==> src/rtl/core/csr_batch_edge_merge_top_defines.svh <==
// ----------------------------------------------------------------------------
// csr batch edge merge assertion macros
// concurrent assertion helpers clocked on clk_i, used by the top level
// ----------------------------------------------------------------------------
`ifndef CSR_BATCH_EDGE_MERGE_TOP_DEFINES_SVH
`define CSR_BATCH_EDGE_MERGE_TOP_DEFINES_SVH

// checked only outside reset
`define CBEM_ASSERT(lbl, prop, msg) \
  lbl: assert property (@(posedge clk_i) disable iff (!rst_ni) prop) else $error(msg);

// checked at every edge, reset included
`define CBEM_ASSERT_ALWAYS(lbl, prop, msg) \
  lbl: assert property (@(posedge clk_i) prop) else $error(msg);

`endif

==> src/rtl/core/cbem_pkg.sv <==
// ----------------------------------------------------------------------------
// cbem_pkg
// shared types, sizes and codes of the csr batch edge merge block
// ----------------------------------------------------------------------------
`timescale 1ns / 1ps

package cbem_pkg;

  localparam int MAX_V = 1024;
  localparam int MAX_E = 8192;
  localparam int MAX_N = 4096;

  localparam int VW   = 10;  // vertex id
  localparam int VAW  = 11;  // offset store address, holds MAX_V
  localparam int EAW  = 13;  // edge store address
  localparam int NAW  = 12;  // triplet store address
  localparam int OW   = 14;  // offsets and cursors, hold MAX_E
  localparam int CW   = 13;  // triplet count, holds MAX_N
  localparam int WW   = 32;
  localparam int IDXW = 14;  // loop index

  localparam logic [2:0] ACT_LOAD_OFF  = 3'd0;
  localparam logic [2:0] ACT_LOAD_EDGE = 3'd1;
  localparam logic [2:0] ACT_ADD       = 3'd2;
  localparam logic [2:0] ACT_BUILD     = 3'd3;
  localparam logic [2:0] ACT_RD_OFF    = 3'd4;
  localparam logic [2:0] ACT_RD_EDGE   = 3'd5;

  localparam logic [1:0] KIND_BUILD = 2'd0;
  localparam logic [1:0] KIND_OFF   = 2'd1;
  localparam logic [1:0] KIND_EDGE  = 2'd2;

  localparam logic [1:0] STS_OK      = 2'd0;
  localparam logic [1:0] STS_REFUSED = 2'd1;
  localparam logic [1:0] STS_DROPPED = 2'd2;
  localparam logic [1:0] STS_RANGE   = 2'd3;

  localparam logic CFG_DIRECTION    = 1'b0;
  localparam logic CFG_NUM_VERTICES = 1'b1;

  typedef struct packed {
    logic [2:0]           action;
    logic [12:0]          position;
    logic [VW-1:0]        first_vertex;
    logic [VW-1:0]        second_vertex;
    logic signed [WW-1:0] weight;
    logic [OW-1:0]        offset_value;
  } in_item_t;

  typedef struct packed {
    logic [1:0]           kind;
    logic [OW-1:0]        offset_out;
    logic [VW-1:0]        neighbor_out;
    logic signed [WW-1:0] weight_out;
    logic [1:0]           status;
  } out_item_t;

  typedef struct packed {
    logic [VW-1:0] nb;
    logic [WW-1:0] w;
  } edge_t;

  typedef struct packed {
    logic [VW-1:0] src;
    logic [VW-1:0] dst;
    logic [WW-1:0] w;
  } trip_t;

  typedef enum logic [4:0] {
    S_IDLE, S_RESP, S_C_RD, S_C_US, S_K_RD, S_K_US, S_CLR,
    S_N_RD, S_N_US, S_N_WR, S_P_RD, S_P_US, S_P_END,
    S_S_RD, S_S_US, S_S_WR, S_O_V, S_O_L, S_O_RD, S_O_WR,
    S_X_RD, S_X_WR, S_Y_RD, S_Y_WR, S_FIN_OK, S_FIN_REF
  } ctrl_state_e;

  typedef enum logic [4:0] {
    OP_NONE, OP_ACCEPT, OP_RESP, OP_C_RD, OP_C_US, OP_K_RD, OP_K_US, OP_CLR,
    OP_N_RD, OP_N_US, OP_N_WR, OP_P_RD, OP_P_US, OP_P_END,
    OP_S_RD, OP_S_US, OP_S_WR, OP_O_V, OP_O_L, OP_O_RD, OP_O_WR, OP_O_NEXT,
    OP_X_RD, OP_X_WR, OP_Y_RD, OP_Y_WR, OP_FIN_OK, OP_FIN_REF
  } dp_op_e;

  typedef struct packed {
    dp_op_e op;
    logic   idx_clr;
    logic   idx_inc;
  } dp_cmd_t;

  typedef struct packed {
    logic idx_eq_nv;
    logic idx_gt_nv;
    logic idx_eq_cnt;
    logic idx_eq_tot;
    logic trip_keep;
    logic chk_bad;
    logic kept_ovf;
    logic e_eq_hi;
    logic out_busy;
  } dp_status_t;

endpackage

==> src/rtl/core/cbem_ctrl.sv <==
// ----------------------------------------------------------------------------
// cbem_ctrl
// sequencer: item acceptance and the phases of a build
// ----------------------------------------------------------------------------
`timescale 1ns / 1ps

module cbem_ctrl
  import cbem_pkg::*;
(
  input  logic       clk_i,
  input  logic       rst_ni,
  input  logic       in_valid_i,
  input  logic [2:0] action_i,
  input  dp_status_t st_i,
  output logic       in_ready_o,
  output dp_cmd_t    cmd_o
);

  ctrl_state_e state_q, state_d;
  logic        take;

  assign in_ready_o = (state_q == S_IDLE) && !st_i.out_busy;
  assign take       = in_ready_o && in_valid_i;

  // state register
  always_ff @(posedge clk_i or negedge rst_ni) begin
    if (!rst_ni) begin
      state_q <= S_IDLE;
    end else begin
      state_q <= state_d;
    end
  end

  // next state
  always_comb begin
    state_d = state_q;
    unique case (state_q)
      S_IDLE: begin
        if (take) begin
          if (action_i == ACT_BUILD) begin
            state_d = S_C_RD;
          end else if (action_i == ACT_RD_OFF || action_i == ACT_RD_EDGE) begin
            state_d = S_RESP;
          end
        end
      end
      S_RESP:  state_d = S_IDLE;
      S_C_RD:  state_d = S_C_US;
      S_C_US: begin
        if (st_i.chk_bad) begin
          state_d = S_FIN_REF;
        end else if (st_i.idx_eq_nv) begin
          state_d = S_K_RD;
        end else begin
          state_d = S_C_RD;
        end
      end
      S_K_RD: begin
        if (!st_i.idx_eq_cnt) begin
          state_d = S_K_US;
        end else if (st_i.kept_ovf) begin
          state_d = S_FIN_REF;
        end else begin
          state_d = S_CLR;
        end
      end
      S_K_US:  state_d = S_K_RD;
      S_CLR:   state_d = st_i.idx_eq_nv ? S_N_RD : S_CLR;
      S_N_RD:  state_d = st_i.idx_eq_cnt ? S_P_RD : S_N_US;
      S_N_US:  state_d = st_i.trip_keep ? S_N_WR : S_N_RD;
      S_N_WR:  state_d = S_N_RD;
      S_P_RD:  state_d = st_i.idx_eq_nv ? S_P_END : S_P_US;
      S_P_US:  state_d = S_P_RD;
      S_P_END: state_d = S_S_RD;
      S_S_RD:  state_d = st_i.idx_eq_cnt ? S_O_V : S_S_US;
      S_S_US:  state_d = st_i.trip_keep ? S_S_WR : S_S_RD;
      S_S_WR:  state_d = S_S_RD;
      S_O_V:   state_d = st_i.idx_eq_nv ? S_X_RD : S_O_L;
      S_O_L:   state_d = S_O_RD;
      S_O_RD:  state_d = st_i.e_eq_hi ? S_O_V : S_O_WR;
      S_O_WR:  state_d = S_O_RD;
      S_X_RD:  state_d = st_i.idx_eq_tot ? S_Y_RD : S_X_WR;
      S_X_WR:  state_d = S_X_RD;
      S_Y_RD:  state_d = st_i.idx_gt_nv ? S_FIN_OK : S_Y_WR;
      S_Y_WR:  state_d = S_Y_RD;
      S_FIN_OK:  state_d = S_IDLE;
      S_FIN_REF: state_d = S_IDLE;
      default:   state_d = S_IDLE;
    endcase
  end

  // datapath commands
  always_comb begin
    cmd_o.op      = OP_NONE;
    cmd_o.idx_clr = 1'b0;
    cmd_o.idx_inc = 1'b0;
    unique case (state_q)
      S_IDLE: begin
        if (take) begin
          cmd_o.op      = OP_ACCEPT;
          cmd_o.idx_clr = 1'b1;
        end
      end
      S_RESP: cmd_o.op = OP_RESP;
      S_C_RD: cmd_o.op = OP_C_RD;
      S_C_US: begin
        cmd_o.op      = OP_C_US;
        cmd_o.idx_clr = st_i.idx_eq_nv;
        cmd_o.idx_inc = !st_i.idx_eq_nv;
      end
      S_K_RD: begin
        if (st_i.idx_eq_cnt) begin
          cmd_o.idx_clr = 1'b1;
        end else begin
          cmd_o.op = OP_K_RD;
        end
      end
      S_K_US: begin
        cmd_o.op      = OP_K_US;
        cmd_o.idx_inc = 1'b1;
      end
      S_CLR: begin
        if (st_i.idx_eq_nv) begin
          cmd_o.idx_clr = 1'b1;
        end else begin
          cmd_o.op      = OP_CLR;
          cmd_o.idx_inc = 1'b1;
        end
      end
      S_N_RD: begin
        if (st_i.idx_eq_cnt) begin
          cmd_o.idx_clr = 1'b1;
        end else begin
          cmd_o.op = OP_N_RD;
        end
      end
      S_N_US: begin
        cmd_o.op      = OP_N_US;
        cmd_o.idx_inc = !st_i.trip_keep;
      end
      S_N_WR: begin
        cmd_o.op      = OP_N_WR;
        cmd_o.idx_inc = 1'b1;
      end
      S_P_RD: cmd_o.op = st_i.idx_eq_nv ? OP_NONE : OP_P_RD;
      S_P_US: begin
        cmd_o.op      = OP_P_US;
        cmd_o.idx_inc = 1'b1;
      end
      S_P_END: begin
        cmd_o.op      = OP_P_END;
        cmd_o.idx_clr = 1'b1;
      end
      S_S_RD: begin
        if (st_i.idx_eq_cnt) begin
          cmd_o.idx_clr = 1'b1;
        end else begin
          cmd_o.op = OP_S_RD;
        end
      end
      S_S_US: begin
        cmd_o.op      = OP_S_US;
        cmd_o.idx_inc = !st_i.trip_keep;
      end
      S_S_WR: begin
        cmd_o.op      = OP_S_WR;
        cmd_o.idx_inc = 1'b1;
      end
      S_O_V: begin
        if (st_i.idx_eq_nv) begin
          cmd_o.idx_clr = 1'b1;
        end else begin
          cmd_o.op = OP_O_V;
        end
      end
      S_O_L: cmd_o.op = OP_O_L;
      S_O_RD: begin
        if (st_i.e_eq_hi) begin
          cmd_o.op      = OP_O_NEXT;
          cmd_o.idx_inc = 1'b1;
        end else begin
          cmd_o.op = OP_O_RD;
        end
      end
      S_O_WR: cmd_o.op = OP_O_WR;
      S_X_RD: begin
        if (st_i.idx_eq_tot) begin
          cmd_o.idx_clr = 1'b1;
        end else begin
          cmd_o.op = OP_X_RD;
        end
      end
      S_X_WR: begin
        cmd_o.op      = OP_X_WR;
        cmd_o.idx_inc = 1'b1;
      end
      S_Y_RD: cmd_o.op = st_i.idx_gt_nv ? OP_NONE : OP_Y_RD;
      S_Y_WR: begin
        cmd_o.op      = OP_Y_WR;
        cmd_o.idx_inc = 1'b1;
      end
      S_FIN_OK:  cmd_o.op = OP_FIN_OK;
      S_FIN_REF: cmd_o.op = OP_FIN_REF;
      default:   cmd_o.op = OP_NONE;
    endcase
  end

endmodule

==> config.mk <==
export PLATFORM = sky130hd
export DESIGN_NAME = cbem_ctrl
export DESIGN_NICKNAME = d
export VERILOG_FILES = /design/src/rtl/core/csr_batch_edge_merge_top_defines.svh /design/src/rtl/core/cbem_pkg.sv /design/src/rtl/core/cbem_ctrl.sv
export SDC_FILE = /design/constraint.sdc
export NUM_CORES = 1
export LEC_CHECK = 0
export BUFFER_PORTS_ARGS = -buffer_cell sky130_fd_sc_hd__buf_2
export CORE_MARGIN = 2
export CORE_UTILIZATION = 60
export DETAILED_ROUTE_END_ITERATION = 12
export GPL_ROUTABILITY_DRIVEN = 1
export PLACE_DENSITY = 0.82
export SLEW_MARGIN = 20
export SYNTH_ARGS = -nofsm -noshare
export SYNTH_HDL_FRONTEND = slang
export SYNTH_SLANG_ARGS = --single-unit
==> constraint.sdc <==
create_clock -name clk_i -period 4.1 [get_ports clk_i]
set_input_delay 0.615 -clock clk_i [delete_from_list [all_inputs] [get_ports clk_i]]
set_output_delay 0.615 -clock clk_i [all_outputs]
set_load 0.05 [all_outputs]
==> flow_summary.ini, run 1 <==
[cells_and_area]
nFillCells = 187
syn_to_final_growth_pct = 4.22
antenna_cells = 0
drive_gt1_frac = 0.190
layout.nets = 200
fin_util = 0.661
largest_reg_flops = 5
top_regs = state_q: 5 flops
regMostFlops = state_q

[clock_tree]
clkSinkCount = 5
cts_buffers = 3
cts_resized = 0
h-tree-depth = 1
cts.path.max_buffers = 2
cts_setup_buffers = 0
cts.clk_slew.worst_paths_ns = 0.04
tritoncts = built
cts_root_buf = clkbuf_4
cts-hold-fix-buffers = 0
insertion_delay_ns = 0.24

[setup_path]
worst_path_max_delay_cell = dfrtp_1
path_cells = nor2b_1 -> or4_1 -> o21ai_0 -> a221o_1 -> buf_2
crit_family = flip-flops
cp_num_buf_inv = 1
crit_arrival_ns = 2.60
crit_required_ns = 3.48
path_class = flop to output port
crit_fanout = 35
cp_slowest_stage_delay_ns = 1.04
startpoint_type = flop
end_kind = output port

[timing]
fmax_mhz = 311
period_minus_slack_ns = 3.22
post-route-period-util = 0.785
maxSlewHeadroom = 0.282
fin_worst_skew_ns = 0.00448
setup_viol = 0
setup_tns_ns = 0
rsz0062_at_grt = no
maxSlewViolCount = 0
hold_viol = 0
worstMarginPinSlew_ns = 1.08

[synthesis]
synth_edf_count = 0
syn_area_mm2 = 0.00124
syn_avg_cell_area_um2 = 7.07
synthFlopType = dfrtp_1
async_flop_share = 1.00
yosysWarnings = 0
syn-num-nets = 191
ys_ff_latch = 5
yosysSeqAreaShare = 0.101
ys_types = 61
synth_cells = 176

[placement]
dpl.hpwl_um = 2590
io_buffers = 22
gp_congestion = 1.04

[drt]
wl_met2_um = 1770
wl_per_cell_um = 17.9
wl_um = 3780
drt_iter0_drc = 148
wl_met1_um = 1450
drt_pre_antenna_iters = 7
route.detailed.drc = 0
num_vias = 1554
highest_layer = met4
route.met3.wl_um = 518
final_antenna_net_count = 0
routed_via_density = 7.36

[grt]
grt_overflow = 0
grtUsageTotal = 0.309
grt_pass1_wl_um = 5950
grt_pass1_vias = 1209
antenna_found_initial = 0
grt_max_degree = 42

[floorplan]
start_util = 0.635
core_mm2 = 0.00196
ios = 23
die_w_um = 49.6
dieArea_mm2 = 0.00246
rows = 16
die_y_um = 49.6

[power]
p_per_area_mw_per_mm2 = 843
ir_drop_uv = 566
leakagePower_nw = 0.490

[run]
cap_violations = 0

[status]
status = finished clean

[worst_hold_path]
hold_path.class = input port to asynchronous set/reset pin
==> per-stage QoR <==
stage          total power (W)  cell area (um2)  hold WS, ns  instances  setup WS [ns]
2_1_floorplan         0.000892             1240        0.319        176           1.48
3_3_place_gp          0.000997             1270        0.429        207           1.18
3_5_place_dp           0.00101             1270        0.431        207           1.11
4_1_cts                0.00107             1290        0.171        211          0.858
5_1_grt                0.00117             1300        0.167        211          0.692
6_report               0.00109             1300        0.175        211          0.882
==> kinds of logic after synthesis <==
group           after synthesis  share of synthesized area
xor+xnor                      2                     0.0141
mux                           2                     0.0161
compound gates               73                      0.435
flops                         5                      0.101
buf+inv                      27                      0.124
simple gates                 67                      0.311
==> per-layer routing <==
| layer | vias to the layer above | GRT usage |
|---|---|---|
| li1 | 704 | - |
| met1 | 693 | 0.442 |
| met2 | 149 | 0.473 |
| met3 | 8 | 0.0848 |
| met4 | 0 | 0.0370 |
| met5 | - | 0 |
==> synth_stat cells, types with 2 or more instances <==
cell / instances / area share
nor3_1: 3 / 0.012
a32oi_1: 3 / 0.021
nand4b_1: 2 / 0.014
o31ai_1: 4 / 0.024
mux2i_1: 2 / 0.016
a221o_1: 3 / 0.024
nor2b_1: 7 / 0.035
a31oi_1: 2 / 0.010
o311ai_1: 2 / 0.014
nand2b_1: 6 / 0.030
xnor2_1: 2 / 0.014
inv_1: 9 / 0.027
o221a_2: 2 / 0.018
and2_1: 3 / 0.015
a211oi_1: 4 / 0.024
or3b_1: 2 / 0.014
nand3_1: 4 / 0.016
dfrtp_1: 5 / 0.10
buf_2: 12 / 0.048
nand4_1: 2 / 0.010
a22oi_1: 2 / 0.012
nor2_1: 12 / 0.036
nand2_1: 10 / 0.030
or2_2: 2 / 0.010
o32ai_1: 4 / 0.028
and4_1: 2 / 0.014
or4_1: 2 / 0.012
nor3b_1: 2 / 0.012
buf_6: 3 / 0.027
a21oi_1: 14 / 0.056
o21ai_0: 13 / 0.052
a311oi_1: 2 / 0.014
==> cell usage in the layout, fill, tap and decap left out, types with 2 or more instances in the layout <==
cell      instances
buf_2            22
a21oi_1          14
o21ai_0          13
nor2_1           12
nand2_1          10
inv_1             9
nor2b_1           7
nand2b_1          6
o32ai_1           4
nand3_1           4
o31ai_1           4
a211oi_1          4
a32oi_1           3
a221o_1           3
and2_1            3
nor3_1            3
clkbuf_4          3
dfrtp_1           3
mux2i_1           2
a311oi_1          2
o311ai_1          2
and4_1            2
or3b_1            2
nor3b_1           2
a22oi_1           2
or4_1             2
a31oi_1           2
nand4b_1          2
xnor2_1           2
or2_2             2
o221a_2           2
nand4_1           2
dfrtp_2           2
==> final cells by class <==
class / instances / area, um2 / area share
repair buffers: 22 / 110 / 0.0849
well taps: 27 / 33.8 / 0.0260
clock buffers: 4 / 26.3 / 0.0203
flip-flops and latches: 5 / 128 / 0.0984
inverters: 9 / 33.8 / 0.0260
multi-input cells: 144 / 966 / 0.744
==> final timing paths <==
path / from / to / slack, ns / cells past startpoint
setup / recovery: state_q[3] / cmd_o[2] / 0.88 / 5
hold / removal: rst_ni / state_q[3] / 0.17 / 1
setup reg to reg: state_q[3] / state_q[3] / 1.79 / 4
hold reg to reg: state_q[2] / state_q[4] / 0.96 / 1
max in group asynchronous: rst_ni / state_q[1] / 3.78 / 1
min in group clk_i: st_i[6] / state_q[4] / 0.76 / 2
==> power by group <==
part / total [W] / leakage, nW / switching (W) / internal (W)
combinational: 0.000781 / 0.414 / 0.000490 / 0.000291
clock: 0.0000561 / 0.0150 / 0.0000194 / 0.0000367
sequential: 0.000257 / 0.0614 / 0.000188 / 0.0000688
(Power assumes the default switching activity.)
==> run 2, diff against run 1 <==
--- a/config.mk
+++ b/config.mk
@@ -7,10 +7,10 @@
 export LEC_CHECK = 0
 export BUFFER_PORTS_ARGS = -buffer_cell sky130_fd_sc_hd__buf_2
 export CORE_MARGIN = 2
-export CORE_UTILIZATION = 60
+export CORE_UTILIZATION = 56
 export DETAILED_ROUTE_END_ITERATION = 12
 export GPL_ROUTABILITY_DRIVEN = 1
-export PLACE_DENSITY = 0.82
+export PLACE_DENSITY = 0.77
 export SLEW_MARGIN = 20
 export SYNTH_ARGS = -nofsm -noshare
 export SYNTH_HDL_FRONTEND = slang
==> constraint.sdc (replaced) <==
create_clock -name clk_i -period 3.4 [get_ports clk_i]
set_input_delay 0.51 -clock clk_i [delete_from_list [all_inputs] [get_ports clk_i]]
set_output_delay 0.51 -clock clk_i [all_outputs]
set_load 0.05 [all_outputs]
==> flow_summary.ini, run 2 (same netlist as run 1, synthesis figures left out) <==
[floorplan]
ios = 23
start_util = 0.579
die_y_um = 51.2
core_mm2 = 0.00215
dieArea_mm2 = 0.00262
die_w_um = 51.2
rows = 17

[cells_and_area]
syn_to_final_growth_pct = 6.53
drive_gt1_frac = 0.197
top_regs = state_q: 5 flops
antenna_cells = 0
regMostFlops = state_q
fin_util = 0.617
layout_common_cells = 22 x buf_2, 14 x a21oi_1, 13 x o21ai_0, 12 x nor2_1, 10 x nand2_1
largest_reg_flops = 5
layout.nets = 204
nFillCells = 206
layout_commonest_cell = buf_2

[timing]
holdWs_ns = 0.0702
worstMarginPinSlew_ns = 1.00
post-route-period-util = 0.870
maxSlewHeadroom = 0.333
rsz0062_at_grt = no
maxSlewViolCount = 0
fin_worst_skew_ns = 0.00252
hold_viol = 0
layout_setup_ws_ns = 0.442
period_minus_slack_ns = 2.96
fmax_mhz = 338
setup_tns_ns = 0
setup_viol = 0

[grt]
antenna_found_initial = 0
grt_pass1_vias = 1297
grt_overflow = 0
grt_max_degree = 35
grtUsageTotal = 0.317
grt_pass1_wl_um = 6310

[clock_tree]
h-tree-depth = 1
insertion_delay_ns = 0.24
clkSinkCount = 5
cts-hold-fix-buffers = 0
cts_buffers = 3
cts_resized = 0
cts.clk_slew.worst_paths_ns = 0.04
cts_root_buf = clkbuf_4
tritoncts = built
cts.path.max_buffers = 2
cts_setup_buffers = 0

[drt]
final_antenna_net_count = 0
num_vias = 1546
wl_per_cell_um = 18.3
route.detailed.drc = 0
drt_iter0_drc = 107
routed_via_density = 7.16
wl_um = 3950
drt_pre_antenna_iters = 6

[power]
leakagePower_nw = 0.513
ir_drop_uv = 567
power.total_w = 0.00135
p_per_area_mw_per_mm2 = 1020

[setup_path]
end_kind = output port
crit_arrival_ns = 2.45
startpoint_type = flop
crit_required_ns = 2.89
rrSetupSlack_ns = 1.17
crit_fanout = 34
path_class = flop to output port

[placement]
dpl.hpwl_um = 2800
gp_congestion = 0.998
io_buffers = 22
post-place-ws_ns = 0.758

[status]
status = finished clean

[worst_hold_path]
hold_path.class = input port to asynchronous set/reset pin

[run]
cap_violations = 0
-- run 2: layer usage --
| layer | global-route usage | routed length, um | vias to the layer above |
|---|---|---|---|
| met5 | 0 | 0 | - |
| met4 | 0.0991 | 98 | 0 |
| met3 | 0.0380 | 428 | 14 |
| met2 | 0.506 | 1760 | 120 |
| met1 | 0.442 | 1660 | 695 |
| li1 | - | - | 717 |
-- run 2: final timing paths --
path,startpoint,endpoint,depth (start not counted)
max,state_q[4],cmd_o[2],5
min,rst_ni,state_q[4],1
max reg2reg,state_q[4],state_q[1],4
min reg2reg,state_q[0],state_q[3],2
max in group asynchronous,rst_ni,state_q[2],1
min in group clk_i,st_i[6],state_q[4],2
-- run 2: power by group --
| part | switching, W | total, W | internal (W) |
|---|---|---|---|
| Combinational | 0.000685 | 0.00106 | 0.000370 |
| Clock | 0.0000246 | 0.0000690 | 0.0000444 |
| Sequential | 0.000146 | 0.000228 | 0.0000827 |
-- run 2: cell type report --
cell class,instances,area [um2],area share
clock buffers,4,26.3,0.0198
inverters,9,33.8,0.0255
multi-input cells,144,966,0.728
flip-flops and latches,5,125,0.0943
well taps,28,35.0,0.0264
repair buffers,26,140,0.106
-- run 2: worst max-delay path: stages, from the launching register on --
cell      delay (ns)
dfrtp_1         0.74
nand2b_1        0.41
or4_1           0.56
o21ai_0         0.10
a221o_1         0.13
buf_2           0.26
-- run 2: metrics by stage --
stage / instance area, um2 / std cells
after CTS: 1330 / 216
after global placement: 1300 / 212
after detailed placement: 1300 / 212
after floorplan: 1240 / 176
after global routing: 1330 / 216
final: 1330 / 216
